[config.mk]
export PLATFORM = sky130hd
export DESIGN_NAME = sm3_hash_engine_top
export DESIGN_NICKNAME = d
export VERILOG_FILES = /design/src/rtl/sm3_pkg.sv /design/src/rtl/sm3_round.sv /design/src/rtl/sm3_hash_engine_top.sv
export SDC_FILE = /design/constraint.sdc
export NUM_CORES = 2
export LEC_CHECK = 0
export BUFFER_PORTS_ARGS = -buffer_cell sky130_fd_sc_hd__buf_2
export CORE_MARGIN = 5
export CORE_UTILIZATION = 50
export CTS_BUF_LIST = sky130_fd_sc_hd__clkbuf_16
export DETAILED_ROUTE_END_ITERATION = 16
export HOLD_SLACK_MARGIN = 0.02
export PLACE_DENSITY_LB_ADDON = 0.08
export REMOVE_ABC_BUFFERS = 1
export SETUP_SLACK_MARGIN = 0.05
export SKIP_LAST_GASP = 1
export SYNTH_ARGS = -nofsm -noshare
export SYNTH_HDL_FRONTEND = slang
export SYNTH_SLANG_ARGS = --single-unit
[constraint.sdc]
create_clock -name clk -period 27.5 [get_ports clk]
set_input_delay 0 -clock clk [delete_from_list [all_inputs] [get_ports clk]]
set_output_delay 0 -clock clk [all_outputs]
set_load 0.005 [all_outputs]
[src/rtl/sm3_pkg.sv]
// ----------------------------------------------------------------------------
// sm3_pkg
// shared types, constants and round functions of the sm3 hash engine
// ----------------------------------------------------------------------------
package sm3_pkg;

  localparam int WordW    = 32;
  localparam int BlkWords = 16;
  localparam int CvWords  = 8;

  typedef logic [BlkWords-1:0][WordW-1:0] blk_t;
  typedef logic [CvWords-1:0][WordW-1:0]  cv_t;

  localparam cv_t SM3_IV = {
    32'hB0FB0E4E, 32'hE38DEE4D, 32'h163138AA, 32'hA96F30BC,
    32'hDA8A0600, 32'h172442D7, 32'h4914B2B9, 32'h7380166F
  };

  localparam logic [WordW-1:0] T_LOW  = 32'h79CC4519;
  localparam logic [WordW-1:0] T_HIGH = 32'h7A879D8A;
  localparam logic [7:0]       PAD_BYTE = 8'h80;
  localparam logic [5:0]       LEN_FILL = 6'd56;

  typedef enum logic [7:0] {
    S_IDLE  = 8'b0000_0001,
    S_DATA  = 8'b0000_0010,
    S_PAD80 = 8'b0000_0100,
    S_PADZ  = 8'b0000_1000,
    S_LEN   = 8'b0001_0000,
    S_CLOAD = 8'b0010_0000,
    S_COMP  = 8'b0100_0000,
    S_OUT   = 8'b1000_0000
  } state_t;

  function automatic logic [WordW-1:0] rotl(input logic [WordW-1:0] x,
                                            input logic [4:0] n);
    logic [2*WordW-1:0] d;
    d = {x, x} << n;
    return d[2*WordW-1:WordW];
  endfunction

  function automatic logic [WordW-1:0] perm0(input logic [WordW-1:0] x);
    return x ^ rotl(x, 5'd9) ^ rotl(x, 5'd17);
  endfunction

  function automatic logic [WordW-1:0] perm1(input logic [WordW-1:0] x);
    return x ^ rotl(x, 5'd15) ^ rotl(x, 5'd23);
  endfunction

endpackage

[src/rtl/sm3_round.sv]
// ----------------------------------------------------------------------------
// sm3_round
// compression unit: the 64 sm3 rounds, one round per cycle, run in back-to-back cycles
// ----------------------------------------------------------------------------
module sm3_round (
  input  logic         clk,
  input  logic         rst_n,
  input  logic         start_i,
  input  sm3_pkg::blk_t blk_i,
  input  sm3_pkg::cv_t  cv_i,
  output logic         done_o,
  output sm3_pkg::cv_t  v_o
);

  sm3_pkg::cv_t  v_r, v_nxt;
  sm3_pkg::blk_t w_r, w_nxt;
  logic [5:0]    j_r;
  logic          run_r;
  logic          done_r;

  logic [31:0] tj, a12, ss1, ss2, ff, gg, tt1, tt2, nw;

  always_comb begin
    tj  = (j_r < 6'd16) ? sm3_pkg::T_LOW : sm3_pkg::T_HIGH;
    a12 = sm3_pkg::rotl(v_r[0], 5'd12);
    ss1 = sm3_pkg::rotl(a12 + v_r[4] + sm3_pkg::rotl(tj, j_r[4:0]), 5'd7);
    ss2 = ss1 ^ a12;
    if (j_r < 6'd16) begin
      ff = v_r[0] ^ v_r[1] ^ v_r[2];
      gg = v_r[4] ^ v_r[5] ^ v_r[6];
    end else begin
      ff = (v_r[0] & v_r[1]) | (v_r[0] & v_r[2]) | (v_r[1] & v_r[2]);
      gg = (v_r[4] & v_r[5]) | (~v_r[4] & v_r[6]);
    end
    tt1 = ff + v_r[3] + ss2 + (w_r[0] ^ w_r[4]);
    tt2 = gg + v_r[7] + ss1 + w_r[0];
    // window slides by one word, w_r[0] is W[j]
    nw = sm3_pkg::perm1(w_r[0] ^ w_r[7] ^ sm3_pkg::rotl(w_r[13], 5'd15))
         ^ sm3_pkg::rotl(w_r[3], 5'd7) ^ w_r[10];

    v_nxt[3] = v_r[2];
    v_nxt[2] = sm3_pkg::rotl(v_r[1], 5'd9);
    v_nxt[1] = v_r[0];
    v_nxt[0] = tt1;
    v_nxt[7] = v_r[6];
    v_nxt[6] = sm3_pkg::rotl(v_r[5], 5'd19);
    v_nxt[5] = v_r[4];
    v_nxt[4] = sm3_pkg::perm0(tt2);

    for (int k = 0; k < sm3_pkg::BlkWords - 1; k++) begin
      w_nxt[k] = w_r[k+1];
    end
    w_nxt[sm3_pkg::BlkWords-1] = nw;
  end

  always_ff @(posedge clk) begin
    if (!rst_n) begin
      run_r  <= 1'b0;
      done_r <= 1'b0;
      j_r    <= '0;
    end else begin
      done_r <= 1'b0;
      if (start_i) begin
        run_r <= 1'b1;
        j_r   <= '0;
      end else if (run_r) begin
        j_r <= j_r + 6'd1;
        if (j_r == 6'd63) begin
          run_r  <= 1'b0;
          done_r <= 1'b1;
        end
      end
    end
  end

  always_ff @(posedge clk) begin
    if (start_i) begin
      v_r <= cv_i;
      w_r <= blk_i;
    end else if (run_r) begin
      v_r <= v_nxt;
      w_r <= w_nxt;
    end
  end

  assign done_o = done_r;
  assign v_o    = v_r;

endmodule

[src/rtl/sm3_hash_engine_top.sv]
// ----------------------------------------------------------------------------
// sm3_hash_engine_top
// sm3 hash over a stream of big-endian words, 256-bit digest as 8 transfers
// ----------------------------------------------------------------------------
// data path: a word is taken in idle, then its bytes go into the block buffer
//   one per cycle, held while a full block is compressed; each full block goes
//   to the round unit for a load step, 64 rounds and a fold of the result into
//   the chaining value
// last word: padding goes in at one byte a cycle (held the same way), with
//   the length last; one or two compressions follow, then 8 digest transfers
// reset: synchronous active-low rst_n, chaining value back to the iv, byte
//   fill and bit count cleared; no sweep, ready in the cycle after reset
module sm3_hash_engine_top (
  input  logic        clk,
  input  logic        rst_n,
  input  logic        in_valid,
  output logic        in_ready,
  input  logic [31:0] in_data_word,
  input  logic [2:0]  in_byte_count,
  input  logic        in_last,
  output logic        out_valid,
  input  logic        out_ready,
  output logic [31:0] out_digest_word,
  output logic [2:0]  out_word_index,
  output logic        out_last_word
);

  sm3_pkg::state_t state_r, state_nxt, ret_r, follow;

  sm3_pkg::cv_t  cv_r;
  sm3_pkg::blk_t blk_r;
  logic [5:0]    fill_r;      // bytes held in the block buffer
  logic [63:0]   bitlen_r;    // message bit count, shifted out during length
  logic [31:0]   word_r;      // current input word, top byte next
  logic [2:0]    cnt_r;       // bytes of word_r still to pack
  logic          last_r;
  logic [2:0]    lcnt_r;      // length byte counter
  logic [2:0]    oidx_r;      // digest word counter

  logic          push_en;
  logic [7:0]    push_byte;
  logic [5:0]    fill_inc;
  logic          wrap;
  logic [2:0]    cnt_eff;
  logic [31:0]   wr_word;
  logic          in_xfer, out_xfer;

  logic          cu_start, cu_done;
  sm3_pkg::cv_t  cu_v;

  // byte count above four counts as a full word
  assign cnt_eff  = in_byte_count[2] ? 3'd4 : in_byte_count;
  assign in_ready = (state_r == sm3_pkg::S_IDLE);
  assign in_xfer  = in_valid && in_ready;
  assign out_valid = (state_r == sm3_pkg::S_OUT);
  assign out_xfer  = out_valid && out_ready;

  assign out_digest_word = cv_r[oidx_r];
  assign out_word_index  = oidx_r;
  assign out_last_word   = (oidx_r == 3'd7);

  assign push_en = (state_r == sm3_pkg::S_DATA) || (state_r == sm3_pkg::S_PAD80) ||
                   (state_r == sm3_pkg::S_PADZ) || (state_r == sm3_pkg::S_LEN);
  assign fill_inc = fill_r + 6'd1;
  assign wrap     = push_en && (fill_r == 6'd63);
  assign cu_start = (state_r == sm3_pkg::S_CLOAD);

  // byte source for the current state
  always_comb begin
    unique case (state_r)
      sm3_pkg::S_DATA:  push_byte = word_r[31:24];
      sm3_pkg::S_PAD80: push_byte = sm3_pkg::PAD_BYTE;
      sm3_pkg::S_LEN:   push_byte = bitlen_r[63:56];
      default:          push_byte = 8'h00;
    endcase
  end

  // word of the block buffer with the new byte merged in; a fresh word
  // starts from zero
  always_comb begin
    wr_word = (fill_r[1:0] == 2'd0) ? 32'h0 : blk_r[fill_r[5:2]];
    case (fill_r[1:0])
      2'd0:    wr_word[31:24] = push_byte;
      2'd1:    wr_word[23:16] = push_byte;
      2'd2:    wr_word[15:8]  = push_byte;
      default: wr_word[7:0]   = push_byte;
    endcase
  end

  // where the sequencer goes after this byte, before any compression
  always_comb begin
    unique case (state_r)
      sm3_pkg::S_DATA:
        follow = (cnt_r == 3'd1) ? (last_r ? sm3_pkg::S_PAD80 : sm3_pkg::S_IDLE)
                                 : sm3_pkg::S_DATA;
      sm3_pkg::S_PAD80, sm3_pkg::S_PADZ:
        follow = (fill_inc == sm3_pkg::LEN_FILL) ? sm3_pkg::S_LEN : sm3_pkg::S_PADZ;
      sm3_pkg::S_LEN:
        follow = (lcnt_r == 3'd7) ? sm3_pkg::S_OUT : sm3_pkg::S_LEN;
      default:
        follow = sm3_pkg::S_IDLE;
    endcase
  end

  always_comb begin
    state_nxt = state_r;
    unique case (state_r)
      sm3_pkg::S_IDLE: begin
        if (in_valid) begin
          if (cnt_eff != 3'd0) begin
            state_nxt = sm3_pkg::S_DATA;
          end else if (in_last) begin
            state_nxt = sm3_pkg::S_PAD80;
          end
        end
      end
      sm3_pkg::S_DATA, sm3_pkg::S_PAD80, sm3_pkg::S_PADZ, sm3_pkg::S_LEN: begin
        state_nxt = wrap ? sm3_pkg::S_CLOAD : follow;
      end
      sm3_pkg::S_CLOAD: state_nxt = sm3_pkg::S_COMP;
      sm3_pkg::S_COMP: begin
        if (cu_done) begin
          state_nxt = ret_r;
        end
      end
      sm3_pkg::S_OUT: begin
        if (out_ready && (oidx_r == 3'd7)) begin
          state_nxt = sm3_pkg::S_IDLE;
        end
      end
      default: state_nxt = sm3_pkg::S_IDLE;
    endcase
  end

  // control state
  always_ff @(posedge clk) begin
    if (!rst_n) begin
      state_r  <= sm3_pkg::S_IDLE;
      ret_r    <= sm3_pkg::S_IDLE;
      cv_r     <= sm3_pkg::SM3_IV;
      fill_r   <= '0;
      bitlen_r <= '0;
      lcnt_r   <= '0;
      oidx_r   <= '0;
      cnt_r    <= '0;
      last_r   <= 1'b0;
    end else begin
      state_r <= state_nxt;
      if (in_xfer) begin
        cnt_r    <= cnt_eff;
        last_r   <= in_last;
        bitlen_r <= bitlen_r + {58'd0, cnt_eff, 3'd0};
      end
      if (push_en) begin
        fill_r <= fill_inc;
        if (wrap) begin
          ret_r <= follow;
        end
      end
      if (state_r == sm3_pkg::S_DATA) begin
        cnt_r <= cnt_r - 3'd1;
      end
      if (state_r == sm3_pkg::S_LEN) begin
        bitlen_r <= {bitlen_r[55:0], 8'h00};
        lcnt_r   <= lcnt_r + 3'd1;
      end
      // feed-forward of the compressed block
      if ((state_r == sm3_pkg::S_COMP) && cu_done) begin
        for (int k = 0; k < sm3_pkg::CvWords; k++) begin
          cv_r[k] <= cv_r[k] ^ cu_v[k];
        end
      end
      if (out_xfer) begin
        oidx_r <= oidx_r + 3'd1;
        // digest delivered, start over from the iv
        if (oidx_r == 3'd7) begin
          cv_r     <= sm3_pkg::SM3_IV;
          fill_r   <= '0;
          bitlen_r <= '0;
          lcnt_r   <= '0;
        end
      end
    end
  end

  // payload registers
  always_ff @(posedge clk) begin
    if (in_xfer) begin
      word_r <= in_data_word;
    end else if (state_r == sm3_pkg::S_DATA) begin
      word_r <= {word_r[23:0], 8'h00};
    end
    if (push_en) begin
      blk_r[fill_r[5:2]] <= wr_word;
    end
  end

  sm3_round u_round (
    .clk     (clk),
    .rst_n   (rst_n),
    .start_i (cu_start),
    .blk_i   (blk_r),
    .cv_i    (cv_r),
    .done_o  (cu_done),
    .v_o     (cu_v)
  );

  // no input transfer while a digest is being delivered
  a_out_blocks_in: assert property (@(posedge clk) disable iff (!rst_n)
    out_valid |-> !in_ready) else $error("input ready during digest output");

  // the round unit only finishes while the sequencer waits for it
  a_done_in_comp: assert property (@(posedge clk) disable iff (!rst_n)
    cu_done |-> (state_r == sm3_pkg::S_COMP)) else $error("round unit done out of place");

  // after the final digest word the engine is back at the iv, empty
  a_restart: assert property (@(posedge clk) disable iff (!rst_n)
    (out_xfer && out_last_word) |=>
      (cv_r == sm3_pkg::SM3_IV && fill_r == 6'd0 && bitlen_r == 64'd0))
    else $error("state not restored after digest");

endmodule

==> results.txt <==
Status: complete, no violations
Share of flip-flops with an asynchronous set or reset: 0%
I/O Buffers: 77
Detailed-route wire length per cell: 27.5 um
IO Count: 78
Number of H-tree levels: 4
Area of the core: 169000 um^2
Pwr Density: 55.4 nW/um^2
Seq cells post-synth: 1670
Largest fanout on the critical path: 48
Sequential-to-total area share from yosys stat: 54.6%
First DRT Iteration DRCs: 6515
Mux cell area share after synthesis: 7.50%
# setup viols final: 0
Top-count cell post-synth: nand2_1
Rel. slew slack: 10.5%
XOR/XNOR Fraction of Synth Area: 6.42%
Slack of the critical path: 16.61 ns
Final GP Congestion: 0.996
Total track usage: 31.2%
P_int: 4.09 mW
Critical path's largest stage delay: 1.01 ns
Area share of the largest cell type after synthesis: 46.2%
Fin. max-slew vios: 0
Yosys cell types: 91
Post-synthesis adder-cell area fraction: 6.09%
Largest family of logic cells by synthesized area: simple AND/OR/NAND/NOR gates
Reg power frac: 52.3%
Die area: 179000 um^2
Post-route DRC: 0
Layout area overhead: 10.9%
Top cells by count, synth: nand2_1 (2330), edfxtp_1 (1312), nor2_1 (368), dfxtp_1 (358), a21oi_1 (341)
Clk_skew: 0.0723 ns
Vias in the first global route: 58320
Critical path arrival: 11.45 ns
Synth warn: 0
Final min period: 10.89 ns
Reg clk slew, reported paths: 0.06 ns
Post-Syn Instances: 7802
Grt ovf: 0
Final wirelength: 282 mm
First-pass GRT wire length: 409 mm
Clock Latency Late Sink: 0.85 ns
Crit start category: register
Yosys top cell by area: edfxtp_1
Vias: 59963
Switching share of power: 22.0%
Fmax: 0.0918 GHz
Synth Area in Compound Gates: 7.04%
Die Wd: 423 um
Effective utilization at floorplan: 50.3%
Postcts setup bufs: 0
Die Y: 423 um
Antenna violations before repair: 9
Clk pwr share: 44.6%
Max Cap Viol: 0
Vias per std cell: 5.85
Layout cells sized above 1: 9.09%
Pin count of the biggest net entering global routing: 219
Dominant synthesized flop cell: edfxtp_1
Fin. Hold Viols: 0
HPWL Detailed: 190 mm
Slowest cell on crit path: dfxtp_2
CTS Buffer Depth: 3
CTS root buffer: clkbuf_16
Setup WS pre-CTS: 16.73 ns
Number of flops mapped to enable cells by yosys: 1312
CTS Sinks: 1670
CTS Buf Count: 183
DRT Pass-1 Iters: 7
LEAKAGE: 35.9 nW
P_sw: 1.15 mW
Mean Syn Cell Area: 10.9 um^2
Rows: 151
Setup tns final: 0 ns
CP Class: register to register
Worst EP required: 28.06 ns
Worst slew pin tran: 1.33 ns
VDD IR max: 58.2 uV
CTS tree: built
Hold Crit Class: primary input to register
Combinational share of power: 3.0%
CP endpoint kind: register
Fillers: 14432
RSZ-0062 raised after global routing: false
Mapped cell area: 85300 um^2
Post-Synth Simple-Gate Area: 15.0%
Top post-synthesis cells by area: edfxtp_1 (46%), nand2_1 (10%), dfxtp_1 (8.4%), mux4_2 (5.9%), fa_1 (4.4%)
Routed Antenna Nets: 0
Fin crit share: 39.6%
Fin nets: 8210
-- kinds of logic after synthesis --
kind of cell | count (synthesis)
muxes | 352
buffers and inverters | 715
xor gates and xnor gates | 606
DFF | 1670
AOI/OAI and AO/OA | 1022
adders and majority gates | 302
and+or+nand+nor | 3135
-- path summary, 6_finish.rpt --
| kind | startpoint | to | slack [ns] | cells after the start |
|---|---|---|---|---|
| min | in_byte_count[2] | cnt_r[2] | 0.08 | 4 |
| max | u_round.j_r[4] | u_round.v_o[136] | 16.61 | 33 |
| max reg2reg | u_round.j_r[4] | u_round.v_o[136] | 16.61 | 33 |
| min reg2reg | ret_r[3] | ret_r[3] | 0.45 | 2 |
-- repair_timing --
action,CTS,global route
hold endpoints to repair,140,0
hold buffers,127,0
setup endpoints to repair,0,0
gates resized for setup,0,0
-- cells in the final DEF (no fill, tap or decap), types with 19 or more instances in the layout --
cell type / netlist / layout
fa_1: 189 / 189
o21ai_1: 127 / 127
clkbuf_16: 0 / 188
a21oi_1: 341 / 341
o21a_1: 26 / 26
xnor2_1: 334 / 334
mux4_2: 224 / 224
nand3_1: 101 / 101
nand2_1: 2330 / 2328
inv_1: 304 / 364
ha_1: 112 / 110
a211oi_1: 53 / 53
a21o_1: 37 / 37
mux2i_1: 72 / 72
mux2_2: 56 / 56
or3_1: 24 / 24
nor3_1: 53 / 49
dfxtp_1: 358 / 350
nand2b_1: 19 / 19
nor2_1: 368 / 352
buf_4: 5 / 79
buf_2: 137 / 77
o211ai_1: 24 / 24
dlygate4sd3_1: 0 / 127
and3_1: 140 / 140
o21ai_0: 258 / 258
clkinv_2: 0 / 19
o31ai_1: 26 / 26
a22o_1: 32 / 32
nand4_1: 24 / 24
xor2_1: 260 / 260
clkinv_1: 3 / 50
edfxtp_1: 1312 / 1312
-- critical path, delay by kind of cell, from the launching register on --
| family | cells | cell delay [ns] |
|---|---|---|
| AO/OA/AOI/OAI | 17 | 4.47 |
| XOR/XNOR | 2 | 0.69 |
| adder cells (fa/ha/maj) | 6 | 2.65 |
| buffers and inverters | 4 | 1.01 |
| flip-flops | 1 | 1.01 |
| multiplexers | 2 | 0.60 |
| AND/OR/NAND/NOR | 2 | 0.17 |
-- power by group through the flow --
| stage | registers [mW] | clock network [mW] | logic [mW] |
|---|---|---|---|
| 3_3_place_gp | 2.79 | 0 | 0.115 |
| 6_report | 2.74 | 2.34 | 0.159 |
| 3_5_place_dp | 2.79 | 0 | 0.116 |
| 2_1_floorplan | 2.79 | 0 | 0.0684 |
| 5_1_grt | 2.74 | 2.49 | 0.169 |
| 4_1_cts | 2.74 | 2.38 | 0.151 |
-- layout make-up --
cell class | instances | area [um^2] | share of cell area, %
diodes | 8 | 20.0 | 0.0212
clock buffers | 188 | 4700 | 4.97
clock inverters | 146 | 951 | 1.01
inverters | 307 | 1150 | 1.22
multi-input cells | 5417 | 36000 | 38.1
flip-flops and latches | 1670 | 46600 | 49.2
well taps | 2218 | 2780 | 2.93
repair buffers | 290 | 2390 | 2.53
-- state kept, by name, summed over array words and instances (netlist names) --
signal          flops
bitlen_r           64
cv_r              256
u_round.done_o      1
cnt_r               3
out_word_index      3
blk_r             512
fill_r              6
lcnt_r              3
ret_r               6
u_round.j_r         6
u_round.w_r        32
word_r             32
u_round.v_o       256
u_round.run_r       1
state_r             8
u_round.w_nxt     480
last_r              1
-- per-layer routing --
metal / global-route usage (%) / wire [um] / up-vias
met3: 4.98 / 17500 / 518
met2: 52.2 / 137000 / 2137
met5: 0 / 23 / -
met4: 13.8 / 14500 / 4
met1: 40.3 / 113000 / 30190
li1: - / - / 27114
-- stage by stage --
step | instances | area, um^2 | power, mW | hold slack, ns | util, %
global route | 10239 | 94600 | 5.40 | 0.0718 | 55.8
floorplan | 7394 | 83600 | 2.86 | 0.0619 | -
finish | 10244 | 94600 | 5.24 | 0.0812 | 55.8
global placement | 9775 | 87700 | 2.91 | 0.261 | 51.7
detailed placement | 9775 | 87700 | 2.91 | 0.264 | 51.7
CTS | 10236 | 94600 | 5.27 | 0.0277 | 55.8
Note: power is estimated with default switching activity, not from simulation.
